[src/design/fsp_pkg.sv]
package fsp_pkg;

    localparam int MAX_COLS = 16;
    localparam int CNT_W    = 16;
    localparam int COL_W    = 4;
    localparam int CTOT_W   = 5;
    localparam int NCMD     = 3;
    localparam int NCMD_W   = 2;
    localparam int CFG_IDX_W  = 3;
    localparam int CFG_DATA_W = 16;

    localparam logic [1:0] PH_SKIP  = 2'd0;
    localparam logic [1:0] PH_FIRST = 2'd1;
    localparam logic [1:0] PH_DATA  = 2'd2;
    localparam logic [1:0] PH_DONE  = 2'd3;

    localparam logic [2:0] K_BYTE  = 3'd0;
    localparam logic [2:0] K_FEND  = 3'd1;
    localparam logic [2:0] K_REND  = 3'd2;
    localparam logic [2:0] K_EMPTY = 3'd3;
    localparam logic [2:0] K_FIN   = 3'd4;

    localparam logic [2:0] ST_OK      = 3'd0;
    localparam logic [2:0] ST_SKIPEND = 3'd1;
    localparam logic [2:0] ST_EMPTY   = 3'd2;
    localparam logic [2:0] ST_NOSEP   = 3'd3;
    localparam logic [2:0] ST_TOOMANY = 3'd4;

    localparam logic [2:0] CFG_SEP_MASK = 3'd0;
    localparam logic [2:0] CFG_COLLAPSE = 3'd1;
    localparam logic [2:0] CFG_HEADER   = 3'd2;
    localparam logic [2:0] CFG_SKIP_EMP = 3'd3;
    localparam logic [2:0] CFG_SKIP_LN  = 3'd4;
    localparam logic [2:0] CFG_MAX_LN   = 3'd5;

    localparam logic [7:0] CH_TAB   = 8'h09;
    localparam logic [7:0] CH_COMMA = 8'h2C;
    localparam logic [7:0] CH_SPACE = 8'h20;
    localparam logic [7:0] CH_CR    = 8'h0D;
    localparam logic [7:0] CH_LF    = 8'h0A;

    // One command covers a run of results that differ only in column.
    typedef struct packed {
        logic [2:0]        kind;
        logic [7:0]        byt;
        logic [COL_W-1:0]  col_lo;
        logic [COL_W-1:0]  col_hi;
        logic [CNT_W-1:0]  row;
        logic              hdr;
        logic              rerr;
        logic [2:0]        status;
        logic [CTOT_W-1:0] ctot;
        logic              anyerr;
    } t_cmd;

    typedef struct packed {
        t_cmd [NCMD-1:0]   cmd;
        logic [NCMD_W-1:0] n;
    } t_bundle;

endpackage

[src/design/fsp_in_if.sv]
interface fsp_in_if;
    import fsp_pkg::*;
    logic       valid;
    logic       ready;
    logic       req_type;
    logic [7:0] data_byte;
    modport source (output valid, output req_type, output data_byte, input ready);
    modport sink (input valid, input req_type, input data_byte, output ready);
endinterface

[src/design/fsp_out_if.sv]
interface fsp_out_if;
    import fsp_pkg::*;
    logic              valid;
    logic              ready;
    logic [2:0]        out_kind;
    logic [7:0]        out_byte;
    logic [COL_W-1:0]  column;
    logic [CNT_W-1:0]  row_index;
    logic              is_header;
    logic              row_error;
    logic [2:0]        status;
    logic [CTOT_W-1:0] column_count;
    logic              any_error;
    logic              last;
    modport source (output valid, output out_kind, output out_byte, output column,
                    output row_index, output is_header, output row_error, output status,
                    output column_count, output any_error, output last, input ready);
    modport sink (input valid, input out_kind, input out_byte, input column,
                  input row_index, input is_header, input row_error, input status,
                  input column_count, input any_error, input last, output ready);
endinterface

[src/design/fsp_front.sv]
module fsp_front (
    input  logic                            i_clk,
    input  logic                            i_rst_n,
    input  logic                            i_cfg_we,
    input  logic [fsp_pkg::CFG_IDX_W-1:0]   i_cfg_idx,
    input  logic [fsp_pkg::CFG_DATA_W-1:0]  i_cfg_data,
    fsp_in_if.sink                          i_in,
    input  logic                            i_full,
    output logic                            o_push,
    output fsp_pkg::t_bundle                o_bun
);
    import fsp_pkg::*;

    localparam logic [CTOT_W-1:0] MAXC = CTOT_W'(MAX_COLS);

    function automatic t_cmd f_cmd(input logic [2:0] kind, input logic [7:0] byt,
                                   input logic [COL_W-1:0] lo, input logic [COL_W-1:0] hi,
                                   input logic rerr, input logic [1:0] ph, input logic hh,
                                   input logic [CNT_W-1:0] rows, input logic [2:0] fs,
                                   input logic [CTOT_W-1:0] ct, input logic st);
        t_cmd c;
        logic hdr;
        hdr      = (kind != K_FIN) && (ph == PH_FIRST) && hh;
        c.kind   = kind;
        c.byt    = byt;
        c.col_lo = lo;
        c.col_hi = hi;
        c.row    = hdr ? '0 : rows;
        c.hdr    = hdr;
        c.rerr   = rerr;
        c.status = fs;
        c.ctot   = ct;
        c.anyerr = st;
        return c;
    endfunction

    function automatic logic f_is_sep(input logic [7:0] b, input logic [2:0] m);
        return (b == CH_TAB && m[0]) || (b == CH_COMMA && m[1]) || (b == CH_SPACE && m[2]);
    endfunction

    logic [2:0]        r_sep_mask;
    logic              r_collapse, r_has_hdr, r_skip_emp;
    logic [15:0]       r_skip_ln, r_max_ln;

    logic              r_started, n_started;
    logic [1:0]        r_phase, n_phase;
    logic [15:0]       r_skip_left, n_skip_left;
    logic [15:0]       r_lines_left, n_lines_left;
    logic [CTOT_W-1:0] r_ctot, n_ctot;
    logic [COL_W-1:0]  r_cur, n_cur;
    logic [7:0]        r_prev, n_prev;
    logic              r_pcr, n_pcr;
    logic              r_nonempty, n_nonempty;
    logic              r_trunc, n_trunc;
    logic              r_lerr, n_lerr;
    logic              r_sticky, n_sticky;
    logic [CNT_W-1:0]  r_rows, n_rows;
    logic [2:0]        r_fatal, n_fatal;

    logic              acc;
    t_bundle           bun;

    assign i_in.ready = !i_full;
    assign acc        = i_in.valid && i_in.ready;
    assign o_push     = acc && (bun.n != '0);
    assign o_bun      = bun;

    always_ff @(posedge i_clk) begin
        if (!i_rst_n) begin
            r_sep_mask <= 3'd2;
            r_collapse <= 1'b0;
            r_has_hdr  <= 1'b0;
            r_skip_emp <= 1'b0;
            r_skip_ln  <= '0;
            r_max_ln   <= '0;
        end else if (i_cfg_we) begin
            case (i_cfg_idx)
                CFG_SEP_MASK: r_sep_mask <= i_cfg_data[2:0];
                CFG_COLLAPSE: r_collapse <= i_cfg_data[0];
                CFG_HEADER:   r_has_hdr  <= i_cfg_data[0];
                CFG_SKIP_EMP: r_skip_emp <= i_cfg_data[0];
                CFG_SKIP_LN:  r_skip_ln  <= i_cfg_data;
                CFG_MAX_LN:   r_max_ln   <= i_cfg_data;
                default: ;
            endcase
        end
    end

    always_comb begin
        logic [1:0]  p0;
        logic [2:0]  fb;
        logic        act;
        logic        do_end;
        logic [7:0]  cb;
        logic        en;
        logic [NCMD_W-1:0] nc;
        logic [7:0]  b;
        b = i_in.data_byte;
        n_started = r_started;     n_phase = r_phase;       n_skip_left = r_skip_left;
        n_lines_left = r_lines_left; n_ctot = r_ctot;       n_cur = r_cur;
        n_prev = r_prev;           n_pcr = r_pcr;           n_nonempty = r_nonempty;
        n_trunc = r_trunc;         n_lerr = r_lerr;         n_sticky = r_sticky;
        n_rows = r_rows;           n_fatal = r_fatal;
        bun = '0;
        nc  = '0;
        if (!n_started) begin
            n_started    = 1'b1;
            n_skip_left  = r_skip_ln;
            n_lines_left = r_max_ln;
            n_phase      = (r_skip_ln != '0) ? PH_SKIP : PH_FIRST;
        end
        p0  = n_phase;
        fb  = n_fatal;
        act = !i_in.req_type && (p0 == PH_FIRST || p0 == PH_DATA);
        do_end = (i_in.req_type && (p0 == PH_FIRST ||
                  (p0 == PH_DATA && (n_nonempty || n_pcr)))) || (act && b == CH_LF);

        // Content: a held-back CR that turned out to be data, then the byte itself.
        for (int i = 0; i < 2; i++) begin
            cb = (i == 0) ? CH_CR : b;
            en = (i == 0) ? (act && n_pcr && b != CH_LF)
                          : (act && b != CH_LF && b != CH_CR);
            if (i == 0 && act) n_pcr = 1'b0;
            if (en) begin
                n_nonempty = 1'b1;
                if (!n_trunc && !(r_collapse && n_prev != 8'd0 && cb == n_prev)) begin
                    if (f_is_sep(cb, r_sep_mask)) begin
                        n_prev = cb;
                        if (n_phase == PH_FIRST && ({1'b0, n_cur} + 5'd1) >= MAXC) begin
                            n_fatal  = ST_TOOMANY;
                            n_sticky = 1'b1;
                            n_phase  = PH_DONE;
                        end else if (n_phase != PH_FIRST &&
                                     ({1'b0, n_cur} + 5'd1) >= n_ctot) begin
                            n_trunc = 1'b1;
                            n_lerr  = 1'b1;
                        end else begin
                            bun.cmd[nc] = f_cmd(K_FEND, 8'd0, n_cur, n_cur, 1'b0, n_phase,
                                                r_has_hdr, n_rows, n_fatal, n_ctot, n_sticky);
                            nc = nc + 1'b1;
                            n_cur = n_cur + 1'b1;
                        end
                    end else begin
                        n_prev = 8'd0;
                        bun.cmd[nc] = f_cmd(K_BYTE, cb, n_cur, n_cur, 1'b0, n_phase,
                                            r_has_hdr, n_rows, n_fatal, n_ctot, n_sticky);
                        nc = nc + 1'b1;
                    end
                end
            end
        end

        if (do_end) begin
            n_pcr = 1'b0;
            if (n_phase == PH_FIRST) begin
                if (!n_nonempty || n_cur == '0) begin
                    n_fatal  = !n_nonempty ? ST_EMPTY : ST_NOSEP;
                    n_sticky = 1'b1;
                    n_phase  = PH_DONE;
                end else begin
                    n_ctot = {1'b0, n_cur} + 5'd1;
                    bun.cmd[nc] = f_cmd(K_FEND, 8'd0, n_cur, n_cur, 1'b0, n_phase,
                                        r_has_hdr, n_rows, n_fatal, n_ctot, n_sticky);
                    nc = nc + 1'b1;
                    bun.cmd[nc] = f_cmd(K_REND, 8'd0, '0, '0, 1'b0, n_phase,
                                        r_has_hdr, n_rows, n_fatal, n_ctot, n_sticky);
                    nc = nc + 1'b1;
                    n_phase = PH_DATA;
                    if (!r_has_hdr) begin
                        if (n_rows != '1) n_rows = n_rows + 1'b1;
                        if (n_lines_left != '0) begin
                            n_lines_left = n_lines_left - 1'b1;
                            if (n_lines_left == '0) n_phase = PH_DONE;
                        end
                    end
                end
            end else if (n_phase == PH_DATA) begin
                if (!n_nonempty) begin
                    if (!r_skip_emp) begin
                        n_sticky = 1'b1;
                        bun.cmd[nc] = f_cmd(K_EMPTY, 8'd0, '0, '0, 1'b1, n_phase,
                                            r_has_hdr, n_rows, n_fatal, n_ctot, n_sticky);
                        nc = nc + 1'b1;
                    end
                end else begin
                    if (({1'b0, n_cur} + 5'd1) < n_ctot) n_lerr = 1'b1;
                    // Missing columns are padded with empty fields in one run.
                    bun.cmd[nc] = f_cmd(K_FEND, 8'd0, n_cur, COL_W'(n_ctot - 5'd1), 1'b0,
                                        n_phase, r_has_hdr, n_rows, n_fatal, n_ctot,
                                        n_sticky);
                    nc = nc + 1'b1;
                    if (n_lerr) n_sticky = 1'b1;
                    bun.cmd[nc] = f_cmd(K_REND, 8'd0, '0, '0, n_lerr, n_phase,
                                        r_has_hdr, n_rows, n_fatal, n_ctot, n_sticky);
                    nc = nc + 1'b1;
                    if (n_rows != '1) n_rows = n_rows + 1'b1;
                end
                if (n_lines_left != '0) begin
                    n_lines_left = n_lines_left - 1'b1;
                    if (n_lines_left == '0) n_phase = PH_DONE;
                end
            end
            n_cur = '0; n_prev = 8'd0; n_nonempty = 1'b0; n_trunc = 1'b0; n_lerr = 1'b0;
        end

        if (i_in.req_type) begin
            if (p0 == PH_SKIP) begin
                n_fatal  = ST_SKIPEND;
                n_sticky = 1'b1;
            end
            n_phase = PH_DONE;
            bun.cmd[nc] = f_cmd(K_FIN, 8'd0, '0, '0, 1'b0, n_phase, r_has_hdr, n_rows,
                                n_fatal, n_ctot, n_sticky);
            nc = nc + 1'b1;
        end else if (p0 == PH_SKIP) begin
            if (b == CH_LF) begin
                n_skip_left = n_skip_left - 1'b1;
                if (n_skip_left == '0) n_phase = PH_FIRST;
            end
        end else if (act) begin
            if (b == CH_CR) n_pcr = 1'b1;
            if (n_fatal != fb) begin
                bun.cmd[nc] = f_cmd(K_FIN, 8'd0, '0, '0, 1'b0, n_phase, r_has_hdr, n_rows,
                                    n_fatal, n_ctot, n_sticky);
                nc = nc + 1'b1;
            end
        end
        bun.n = nc;
    end

    always_ff @(posedge i_clk) begin
        if (!i_rst_n) begin
            r_started <= 1'b0;  r_phase <= PH_SKIP;  r_skip_left <= '0;
            r_lines_left <= '0; r_ctot <= '0;        r_cur <= '0;
            r_prev <= '0;       r_pcr <= 1'b0;       r_nonempty <= 1'b0;
            r_trunc <= 1'b0;    r_lerr <= 1'b0;      r_sticky <= 1'b0;
            r_rows <= '0;       r_fatal <= ST_OK;
        end else if (acc) begin
            r_started <= n_started;   r_phase <= n_phase;   r_skip_left <= n_skip_left;
            r_lines_left <= n_lines_left; r_ctot <= n_ctot; r_cur <= n_cur;
            r_prev <= n_prev;         r_pcr <= n_pcr;       r_nonempty <= n_nonempty;
            r_trunc <= n_trunc;       r_lerr <= n_lerr;     r_sticky <= n_sticky;
            r_rows <= n_rows;         r_fatal <= n_fatal;
        end
    end

endmodule

[src/design/fsp_queue.sv]
module fsp_queue (
    input  logic             i_clk,
    input  logic             i_rst_n,
    input  logic             i_push,
    input  fsp_pkg::t_bundle i_bun,
    output logic             o_full,
    input  logic             i_pop,
    output logic             o_valid,
    output fsp_pkg::t_bundle o_bun
);
    import fsp_pkg::*;

    t_bundle    r_mem [2];
    logic       r_wp, r_rp;
    logic [1:0] r_cnt;

    assign o_full  = (r_cnt == 2'd2);
    assign o_valid = (r_cnt != 2'd0);
    assign o_bun   = r_mem[r_rp];

    always_ff @(posedge i_clk) begin
        if (i_push) r_mem[r_wp] <= i_bun;
    end

    always_ff @(posedge i_clk) begin
        if (!i_rst_n) begin
            r_wp  <= 1'b0;
            r_rp  <= 1'b0;
            r_cnt <= 2'd0;
        end else begin
            if (i_push) r_wp <= !r_wp;
            if (i_pop)  r_rp <= !r_rp;
            r_cnt <= r_cnt + {1'b0, i_push} - {1'b0, i_pop};
        end
    end

endmodule

[src/design/fsp_back.sv]
module fsp_back (
    input  logic             i_clk,
    input  logic             i_rst_n,
    input  logic             i_valid,
    input  fsp_pkg::t_bundle i_bun,
    output logic             o_pop,
    fsp_out_if.source        o_out
);
    import fsp_pkg::*;

    logic              r_busy;
    t_bundle           r_bun;
    logic [NCMD_W-1:0] r_ci;
    logic [COL_W-1:0]  r_col;
    logic              r_oval;
    t_cmd              r_ocmd;
    logic [COL_W-1:0]  r_ocol;
    logic              r_olast;

    t_cmd              cur;
    logic              adv, end_cmd, end_bun, load;

    assign cur     = r_bun.cmd[r_ci];
    assign adv     = r_busy && (!r_oval || o_out.ready);
    assign end_cmd = (r_col == cur.col_hi);
    assign end_bun = end_cmd && (r_ci == r_bun.n - 1'b1);
    assign load    = i_valid && (!r_busy || (adv && end_bun));
    assign o_pop   = load;

    always_ff @(posedge i_clk) begin
        if (!i_rst_n) begin
            r_busy <= 1'b0;
            r_oval <= 1'b0;
        end else begin
            if (load)             r_busy <= 1'b1;
            else if (adv && end_bun) r_busy <= 1'b0;
            if (adv)               r_oval <= 1'b1;
            else if (o_out.ready)  r_oval <= 1'b0;
        end
    end

    always_ff @(posedge i_clk) begin
        if (load) begin
            r_bun <= i_bun;
            r_ci  <= '0;
            r_col <= i_bun.cmd[0].col_lo;
        end else if (adv && !end_bun) begin
            if (end_cmd) begin
                r_ci  <= r_ci + 1'b1;
                r_col <= r_bun.cmd[r_ci + 1'b1].col_lo;
            end else begin
                r_col <= r_col + 1'b1;
            end
        end
        if (adv) begin
            r_ocmd  <= cur;
            r_ocol  <= r_col;
            r_olast <= end_bun;
        end
    end

    assign o_out.valid        = r_oval;
    assign o_out.out_kind     = r_ocmd.kind;
    assign o_out.out_byte     = r_ocmd.byt;
    assign o_out.column       = r_ocol;
    assign o_out.row_index    = r_ocmd.row;
    assign o_out.is_header    = r_ocmd.hdr;
    assign o_out.row_error    = r_ocmd.rerr;
    assign o_out.status       = r_ocmd.status;
    assign o_out.column_count = r_ocmd.ctot;
    assign o_out.any_error    = r_ocmd.anyerr;
    assign o_out.last         = r_olast;

`ifndef ASSERT_OFF
    a_rst_idle: assert property (@(posedge i_clk) !i_rst_n |=> !r_oval && !r_busy)
        else $error("output valid or busy after reset");
    a_ci_range: assert property (@(posedge i_clk) disable iff (!i_rst_n)
        r_busy |-> (r_ci < r_bun.n))
        else $error("command index beyond bundle");
    a_col_range: assert property (@(posedge i_clk) disable iff (!i_rst_n)
        r_busy |-> (r_col <= cur.col_hi))
        else $error("column past end of run");
    a_fin_last: assert property (@(posedge i_clk) disable iff (!i_rst_n)
        (r_oval && r_ocmd.kind == K_FIN) |-> r_olast)
        else $error("finished result not marked last");
`endif

endmodule

[src/design/delimited_text_field_splitter.sv]
// Byte-stream field splitter: one request carries a text byte or an end-of-input
// mark, and each request yields zero to eighteen results (bytes, field ends, row
// ends, empty-line events, finished). A front stage classifies one byte per cycle
// and packs its results into up to three commands, a two-entry queue holds them,
// and a back stage sends one result per cycle while the output is ready. Requests
// are taken every cycle while the queue has room; the back stage sets the sustained
// rate, so a line end that pads missing columns stalls the front once the queue is
// full. Configuration must be written only while idle; the block does not enforce
// this. skip_lines and max_lines are sampled at the first request after reset.
module delimited_text_field_splitter (
    input  logic                            i_clk,
    input  logic                            i_rst_n,
    input  logic                            i_cfg_we,
    input  logic [fsp_pkg::CFG_IDX_W-1:0]   i_cfg_idx,
    input  logic [fsp_pkg::CFG_DATA_W-1:0]  i_cfg_data,
    fsp_in_if.sink                          i_in,
    fsp_out_if.source                       o_out
);
    import fsp_pkg::*;

    logic    push, full, pop, qval;
    t_bundle fbun, qbun;

    fsp_front u_front (
        .i_clk, .i_rst_n, .i_cfg_we, .i_cfg_idx, .i_cfg_data,
        .i_in, .i_full(full), .o_push(push), .o_bun(fbun)
    );

    fsp_queue u_queue (
        .i_clk, .i_rst_n, .i_push(push), .i_bun(fbun), .o_full(full),
        .i_pop(pop), .o_valid(qval), .o_bun(qbun)
    );

    fsp_back u_back (
        .i_clk, .i_rst_n, .i_valid(qval), .i_bun(qbun), .o_pop(pop), .o_out
    );

endmodule
[src/flat_wrapper.sv]
// flat-port wrapper written by rule: the top's interface ports become plain ports
module delimited_text_field_splitter_flat import fsp_pkg::*;
  (i_clk, i_rst_n, i_cfg_we, i_cfg_idx, i_cfg_data, i_in_valid, i_in_req_type, i_in_data_byte, i_in_ready, o_out_valid, o_out_out_kind, o_out_out_byte, o_out_column, o_out_row_index, o_out_is_header, o_out_row_error, o_out_status, o_out_column_count, o_out_any_error, o_out_last, o_out_ready);
  fsp_in_if i_in_i ();
  fsp_out_if o_out_i ();
  input  logic i_clk;
  input  logic i_rst_n;
  input  logic i_cfg_we;
  input  logic [fsp_pkg::CFG_IDX_W-1:0] i_cfg_idx;
  input  logic [fsp_pkg::CFG_DATA_W-1:0] i_cfg_data;
  input wire logic [$bits(i_in_i.valid)-1:0] i_in_valid;
  input wire logic [$bits(i_in_i.req_type)-1:0] i_in_req_type;
  input wire logic [$bits(i_in_i.data_byte)-1:0] i_in_data_byte;
  output wire logic [$bits(i_in_i.ready)-1:0] i_in_ready;
  output wire logic [$bits(o_out_i.valid)-1:0] o_out_valid;
  output wire logic [$bits(o_out_i.out_kind)-1:0] o_out_out_kind;
  output wire logic [$bits(o_out_i.out_byte)-1:0] o_out_out_byte;
  output wire logic [$bits(o_out_i.column)-1:0] o_out_column;
  output wire logic [$bits(o_out_i.row_index)-1:0] o_out_row_index;
  output wire logic [$bits(o_out_i.is_header)-1:0] o_out_is_header;
  output wire logic [$bits(o_out_i.row_error)-1:0] o_out_row_error;
  output wire logic [$bits(o_out_i.status)-1:0] o_out_status;
  output wire logic [$bits(o_out_i.column_count)-1:0] o_out_column_count;
  output wire logic [$bits(o_out_i.any_error)-1:0] o_out_any_error;
  output wire logic [$bits(o_out_i.last)-1:0] o_out_last;
  input wire logic [$bits(o_out_i.ready)-1:0] o_out_ready;
  assign i_in_i.valid = i_in_valid;
  assign i_in_i.req_type = i_in_req_type;
  assign i_in_i.data_byte = i_in_data_byte;
  assign i_in_ready = i_in_i.ready;
  assign o_out_valid = o_out_i.valid;
  assign o_out_out_kind = o_out_i.out_kind;
  assign o_out_out_byte = o_out_i.out_byte;
  assign o_out_column = o_out_i.column;
  assign o_out_row_index = o_out_i.row_index;
  assign o_out_is_header = o_out_i.is_header;
  assign o_out_row_error = o_out_i.row_error;
  assign o_out_status = o_out_i.status;
  assign o_out_column_count = o_out_i.column_count;
  assign o_out_any_error = o_out_i.any_error;
  assign o_out_last = o_out_i.last;
  assign o_out_i.ready = o_out_ready;
  delimited_text_field_splitter u_core (.i_clk(i_clk), .i_rst_n(i_rst_n), .i_cfg_we(i_cfg_we), .i_cfg_idx(i_cfg_idx), .i_cfg_data(i_cfg_data), .i_in(i_in_i), .o_out(o_out_i));
endmodule
[config.mk]
export PLATFORM = sky130hd
export DESIGN_NAME = delimited_text_field_splitter_flat
export DESIGN_NICKNAME = d
export VERILOG_FILES = /design/src/design/fsp_pkg.sv /design/src/design/fsp_in_if.sv /design/src/design/fsp_out_if.sv /design/src/design/fsp_front.sv /design/src/design/fsp_queue.sv /design/src/design/fsp_back.sv /design/src/design/delimited_text_field_splitter.sv /design/src/flat_wrapper.sv
export SDC_FILE = /design/constraint.sdc
export NUM_CORES = 1
export LEC_CHECK = 0
export BUFFER_PORTS_ARGS = -buffer_cell sky130_fd_sc_hd__buf_4
export CAP_MARGIN = 20
export CORE_MARGIN = 4
export CORE_UTILIZATION = 37
export CTS_BUF_LIST = sky130_fd_sc_hd__clkbuf_8
export CTS_CLUSTER_SIZE = 28
export DETAILED_ROUTE_END_ITERATION = 8
export GPL_ROUTABILITY_DRIVEN = 0
export PLACE_DENSITY = 0.62
export SETUP_SLACK_MARGIN = 0.4
export SLEW_MARGIN = 25
export SYNTH_ARGS = -nofsm -noshare
export SYNTH_HDL_FRONTEND = slang
export SYNTH_SLANG_ARGS = --single-unit
[constraint.sdc]
create_clock -name i_clk -period 18.4 [get_ports i_clk]
set_input_delay 5.52 -clock i_clk [delete_from_list [all_inputs] [get_ports i_clk]]
set_output_delay 5.52 -clock i_clk [all_outputs]
set_load 0.02 [all_outputs]
==> results of run 1 <==
[final cells by class]
class | instances | area [sq um]
clock buffers | 103 | 1420
multi-input cells | 1572 | 10500
clock inverters | 67 | 393
flip-flops and latches | 566 | 15800
diodes | 1 | 2.50
well taps | 950 | 1190
inverters | 51 | 194
repair buffers | 106 | 800
fillers | 6677 | 41700
[metal layers]
layer,global-route usage [%],up-vias
met2,27.8,806
met3,3.05,146
li1,-,8936
met5,0,-
met4,6.07,0
met1,23.6,9371
[flip-flops by register name, summed over array words and instances (netlist names), 5 cells and up, named ones only]
signal and cells:
u_core.u_front.r_prev 8, u_core.u_back.o_out.row_index 16, u_core.u_queue.r_mem 264, u_core.u_back.o_out.out_byte 8
u_core.u_back.o_out.column_count 5, u_core.u_front.r_max_ln 16, u_core.u_front.r_skip_ln 16, u_core.u_back.r_bun 132
u_core.u_front.r_ctot 5, u_core.u_front.r_skip_left 16, u_core.u_front.r_lines_left 16, u_core.u_front.r_rows 16
[power groups by stage]
stage / logic (mW) / clock network [mW] / registers [mW]
CTS: 0.791 / 1.09 / 1.79
detailed placement: 0.788 / 0 / 1.81
floorplan: 0.506 / 0 / 1.85
global placement: 0.773 / 0 / 1.80
finish: 0.782 / 1.05 / 1.78
global route: 0.855 / 1.15 / 1.81
[synth_stat cells (all sizes together) (26+ instances only)]
cell,instances
buf,27
nor2,149
o21ai,121
nand3,89
dfxtp,123
mux2,148
xnor2,31
nor3,48
o211ai,30
a21oi,170
a211oi,26
and3,47
nand2,223
mux2i,138
edfxtp,443
clkbuf,128
ha,33
inv,50
[worst register-to-register path: cells and delay by family (launching register included)]
family          cells  cell delay (ns)
flops               1             0.32
fa+ha+maj           3             1.13
compound gates      6             1.30
simple gates        7             2.80
buf+inv             5             2.75
[path summary, 6_finish.rpt]
check                                           startpoint                     endpoint  slack [ns]  cells past startpoint
worst max register to register    u_core.u_front.r_started  u_core.u_queue.r_mem[0][72]        9.67                     21
worst max-delay path                         i_in_req_type  u_core.u_queue.r_mem[0][72]        6.42                     19
worst min register to register  u_core.u_front.r_max_ln[7]   u_core.u_front.r_max_ln[7]        0.45                      2
worst min-delay path            u_core.u_front.r_max_ln[7]   u_core.u_front.r_max_ln[7]        0.45                      2
[stage by stage]
stage | cells | instance area (sq um) | setup slack [ns]
after floorplan | 2344 | 27100 | 2.99
after CTS | 3415 | 30300 | 6.21
after global placement | 3245 | 28500 | 5.84
after detailed placement | 3245 | 28500 | 5.48
after global routing | 3416 | 30300 | 6.02
final | 3416 | 30300 | 6.42
[cells by family (layout without fill, tap and decap cells)]
kind of cell / count (synthesis) / count (layout) / share of synthesized area, %
other cells: 0 / 1 / 0
compound gates: 526 / 526 / 12.6
flops: 566 / 566 / 58.3
xor+xnor: 42 / 42 / 1.36
buf+inv: 206 / 327 / 2.98
fa+ha+maj: 33 / 33 / 1.53
mux: 286 / 286 / 11.3
simple gates: 685 / 685 / 12.0
==> results.tsv, run 1 <==
metric	value	unit
critical_path_required	18.69	ns
fp.coreArea	0.0720	sq mm
highest_layer	met4	
ys_seq_area_share	58.3	%
worst_pin_slew	1.07	ns
dr_wl_met3	4.77	mm
fin_util	42.1	%
yosysUniqueCellTypes	82	
switching_power	1.08	mW
setup-violations-final	0	
grt_pass1_vias	19000	
synth-main-ff-cell	edfxtp_1	
cts_tree	built	
ir_drop	0.0000629	V
portBuffers	77	
min_path_type	reg2reg	
h-tree-depth	3	
drt-initial-drc-count	1691	
final.min_clock_period	11.98	ns
synth_nets	2410	
critPathMaxFanout	63	
nets	2455	
cts_resized	0	
cts_hold_buffers	0	
synth_edf_count	443	
grt_max_degree	93	
crit_buf_inv	5	
grt_pass1_wl	108	mm
ioPinCount	78	
synthTopCellsByArea	edfxtp_1 49%, dfxtp_1 9.1%, mux2_2 6.1%	
mostFrequentLayoutCell	edfxtp_1	
clock-root-buffer	clkbuf_8	
antenna_found_initial	1	
swShare	29.9	%
internal_power	2.54	mW
cp-end-kind	register	
wl_met1	29.8	mm
synth_area	0.0271	sq mm
crit_type	in2reg	
clock_sinks	566	
power.share.sequential	49.3	%
cts_buffers	92	
cts_buffer_depth	3	
p_total	3.62	mW
clk_pin_slew	0.06	ns
wl_met2	32.3	mm
area_delta_synth_final	12.0	%
syn_inst	2344	
drv_slew	0	
timing.final.crit_share	65.1	%
fp.dieW	278	um
wl_per_cell	20.1	um
worstPathCellList	buf_4, or3_1, nor3_4, clkinv_1, nand4_1, o21a_1, nand2b_1, ha_1, nor2_1, o221ai_1, a21oi_1, ha_1, o21ai_0, a31oi_1, a211oi_2, inv_2, nor2_4, buf_4, buf_4	
layout-drive-gt1-share	17.2	%
relSlewSlack	28.0	%
clock_power_share	29.1	%
avgSynthCellArea	11.5	sq um
status	finished, final reports clean	
vias	19300	
start_util	37.6	%
yosysWarnings	0	
combPwrFrac	21.6	%
power.leakage	10.4	nW
ys_seq_elements	566	
synth_largest_area_cell	edfxtp_1	
dr.pass1.iters	7	
gr-total-overflow	0	
crit_family	simple AND/OR/NAND/NOR gates	
power-per-cell-area	119	mW/mm^2
fmax	83.5	MHz
async_reset_ff_share	0	%
drt_wl_total	68.6	mm
ant_nets	0	
synth_top_cell_area_share	49.2	%
hpwl	44.5	mm
hold_slack	0.454	ns
finClkSkew	0.0441	ns
track_usage	17.3	%
crit_top_cell	buf_4	
arrival	12.27	ns
rows	98	
cp_slowest_cell	buf_4	
drc	0	
avgViaCountPerCell	5.64	
final_cell_mix	443 x edfxtp_1, 222 x nand2_1, 170 x a21oi_1, 147 x mux2_2, 146 x nor2_1	
max-cap-violations	0	
cpPeakStageDelay	0.79	ns
cts_setup_buffers	0	
die_area	0.0775	sq mm
startpoint_type	primary input	
fin_setup_tns	0	ns
hold_violations	0	
clk-insertion-delay-late	0.70	ns
die_h	278	um
rsz0062_at_grt	false	
(Power assumes the default switching activity.)
==> inputs of run 2 (changes only) <==
clock period = 12 ns   (was 18.4 ns; I/O delays follow)
==> run 2 against run 1 <==
Sequential cell count unchanged. Wire length fell by 0.38%. Critical path type unchanged. Largest power group unchanged. Highest routed layer unchanged. Register-to-register slack got worse by 5.5 ns.
==> results.tsv, run 2 (synthesis gave the netlist of run 1 again) <==
metric	value	unit	change
status	finished, final reports clean		
min_path_type	reg2reg		
drt_wl_total	68.4	mm	-0.38%
drc	0		unchanged
power-per-cell-area	183	mW/mm^2	+54%
drt-initial-drc-count	1701		+0.59%
ant_nets	0		unchanged
top_regs	u_core.u_queue.r_mem: 264 flops, u_core.u_back.r_bun: 132 flops		
fillers	6657		-0.30%
dr.pass1.iters	7		unchanged
ioPinCount	78		unchanged
cts_setup_buffers	0		unchanged
worstPathCellList	buf_4, or3_1, nor3_4, clkinv_1, nand4_1, o21a_1, nand2b_1, ha_1, nor2_1, o221ai_1, a21oi_1, ha_1, o21ai_0, a31oi_1, a211oi_2, inv_2, nor2_4, buf_4, buf_4		
largest-register	u_core.u_queue.r_mem		
timing.final.crit_share	75.5	%	
fp.dieW	278	um	unchanged
multiInputGateArea	0.0106	sq mm	about the same
die_h	278	um	unchanged
crit_path_start	i_in_req_type		
crit_type	in2reg		
rows	98		unchanged
drv_slew	0		unchanged
grt_pass1_vias	19100		+0.71%
r2r-end	u_core.u_queue.r_mem[0][8]		
layout-drive-gt1-share	17.7	%	+0.51 points
endpoint	u_core.u_queue.r_mem[0][8]		
worst_pin_slew	1.12	ns	+0.0470 ns
startpoint_type	primary input		
cp-end-kind	register		
antenna_found_initial	1		unchanged
clock_sinks	566		unchanged
start_util	37.6	%	unchanged
mostFrequentLayoutCell	edfxtp_1		
area_delta_synth_final	12.3	%	
hpwl	44.8	mm	+0.70%
register_area	0.0158	sq mm	unchanged
cts_buffers	92		unchanged
r2r_start	u_core.u_front.r_started		
gr-total-overflow	0		unchanged
grt_max_degree	93		unchanged
cts_tree	built		
ir_drop	0.0000907	V	+44%
fin_setup_tns	0	ns	unchanged
grt_pass1_wl	107	mm	-0.96%
relSlewSlack	25.2	%	-2.9 points
finClkSkew	0.0431	ns	-0.00104 ns
cts_buffer_depth	3		unchanged
track_usage	17.1	%	-0.20 points
final_cell_mix	443 x edfxtp_1, 222 x nand2_1, 170 x a21oi_1, 147 x nor2_1, 147 x mux2_2		
fmax	110	MHz	
power.leakage	10.4	nW	about the same
crit_top_cell	buf_4		
fp.coreArea	0.0720	sq mm	unchanged
cpPeakStageDelay	0.58	ns	-0.21 ns
setup-violations-final	0		unchanged
hold_violations	0		unchanged
avgViaCountPerCell	5.66		+0.36%
max-cap-violations	0		unchanged
portBuffers	77		unchanged
wl_per_cell	20.0	um	-0.44%
cp_slowest_cell	nor3_4		
critPathMaxFanout	45		-29%
final.min_clock_period	9.06	ns	
clk_pin_slew	0.06	ns	about the same
critical_path_required	12.32	ns	-6.37 ns
rsz0062_at_grt	false		
cts_hold_buffers	0		unchanged
clock-root-buffer	clkbuf_8		
vias	19300		+0.42%
nets	2458		+0.12%
fin_util	42.2	%	+0.10 points
arrival	9.38	ns	-2.89 ns
clk-insertion-delay-late	0.70	ns	about the same
largest_reg_flops	264		unchanged
die_area	0.0775	sq mm	unchanged
cts_resized	0		unchanged
worstRegToRegCells	22		+4.8%
ff2ff_setup_slack	4.20	ns	-5.47 ns
h-tree-depth	3		unchanged
[run 2: cell count changes in the layout (fill, tap and decap cells not counted), sizes merged]
cell / previous run / this run
clkinvlp: 0 / 5
clkbuf: 103 / 104
buf: 106 / 109
inv: 83 / 78
clkinv: 32 / 30
[run 2: metrics by stage]
stage	setup WS, ns	hold WS (ns)	area, sq um	power (mW)	instances
2_1_floorplan	0.744	0.429	27100	3.60	2344
3_3_place_gp	2.26	0.440	28500	3.95	3247
4_1_cts	2.71	0.458	30300	5.63	3416
6_report	2.94	0.454	30400	5.57	3418
5_1_grt	2.59	0.473	30400	5.85	3418
3_5_place_dp	1.99	0.450	28500	3.98	3247
[run 2: how the worst min path moves through the flow]
stage / startpoint / end / slack, ns / depth (start not counted)
3_3_place_gp: u_core.u_front.r_skip_left[1] / u_core.u_front.r_skip_left[1] / 0.44 / 2
2_1_floorplan: u_core.u_front.r_lerr / u_core.u_front.r_lerr / 0.43 / 2
4_1_cts: u_core.u_front.r_max_ln[5] / u_core.u_front.r_max_ln[5] / 0.46 / 2
5_1_grt: u_core.u_front.r_max_ln[5] / u_core.u_front.r_max_ln[5] / 0.47 / 2
3_5_place_dp: u_core.u_front.r_skip_left[8] / u_core.u_front.r_skip_left[8] / 0.45 / 2
6_report: u_core.u_front.r_max_ln[5] / u_core.u_front.r_max_ln[5] / 0.45 / 2
[run 2: layout make-up]
cell class / count / share of cell area (%)
flip-flops and latches: 566 / 51.9
repair buffers: 109 / 2.81
clock inverters: 65 / 1.30
diodes: 1 / 0.00823
clock buffers: 104 / 4.71
inverters: 51 / 0.638
multi-input cells: 1572 / 34.7
well taps: 950 / 3.91
[run 2: power breakdown]
group	switching, mW	internal [mW]	leakage [nW]
sequential	0.132	2.62	5.23
combinational	0.768	0.418	4.10
clock	0.766	0.867	1.03
[run 2: critical path, delay by kind of cell]
| kind | cells | cell delay [ns] |
|---|---|---|
| adders and majority gates | 2 | 0.67 |
| buffers and inverters | 5 | 1.85 |
| and+or+nand+nor | 6 | 1.98 |
| AOI/OAI and AO/OA | 6 | 1.20 |
[run 2: metal layers]
| metal | up-vias | global-route usage (%) | part of all wire [%] |
|---|---|---|---|
| met5 | - | 0 | 0 |
| met4 | 0 | 6.29 | 3.2 |
| met3 | 172 | 2.86 | 6.5 |
| met2 | 805 | 27.9 | 47 |
| met1 | 9423 | 22.9 | 44 |
| li1 | 8940 | - | - |
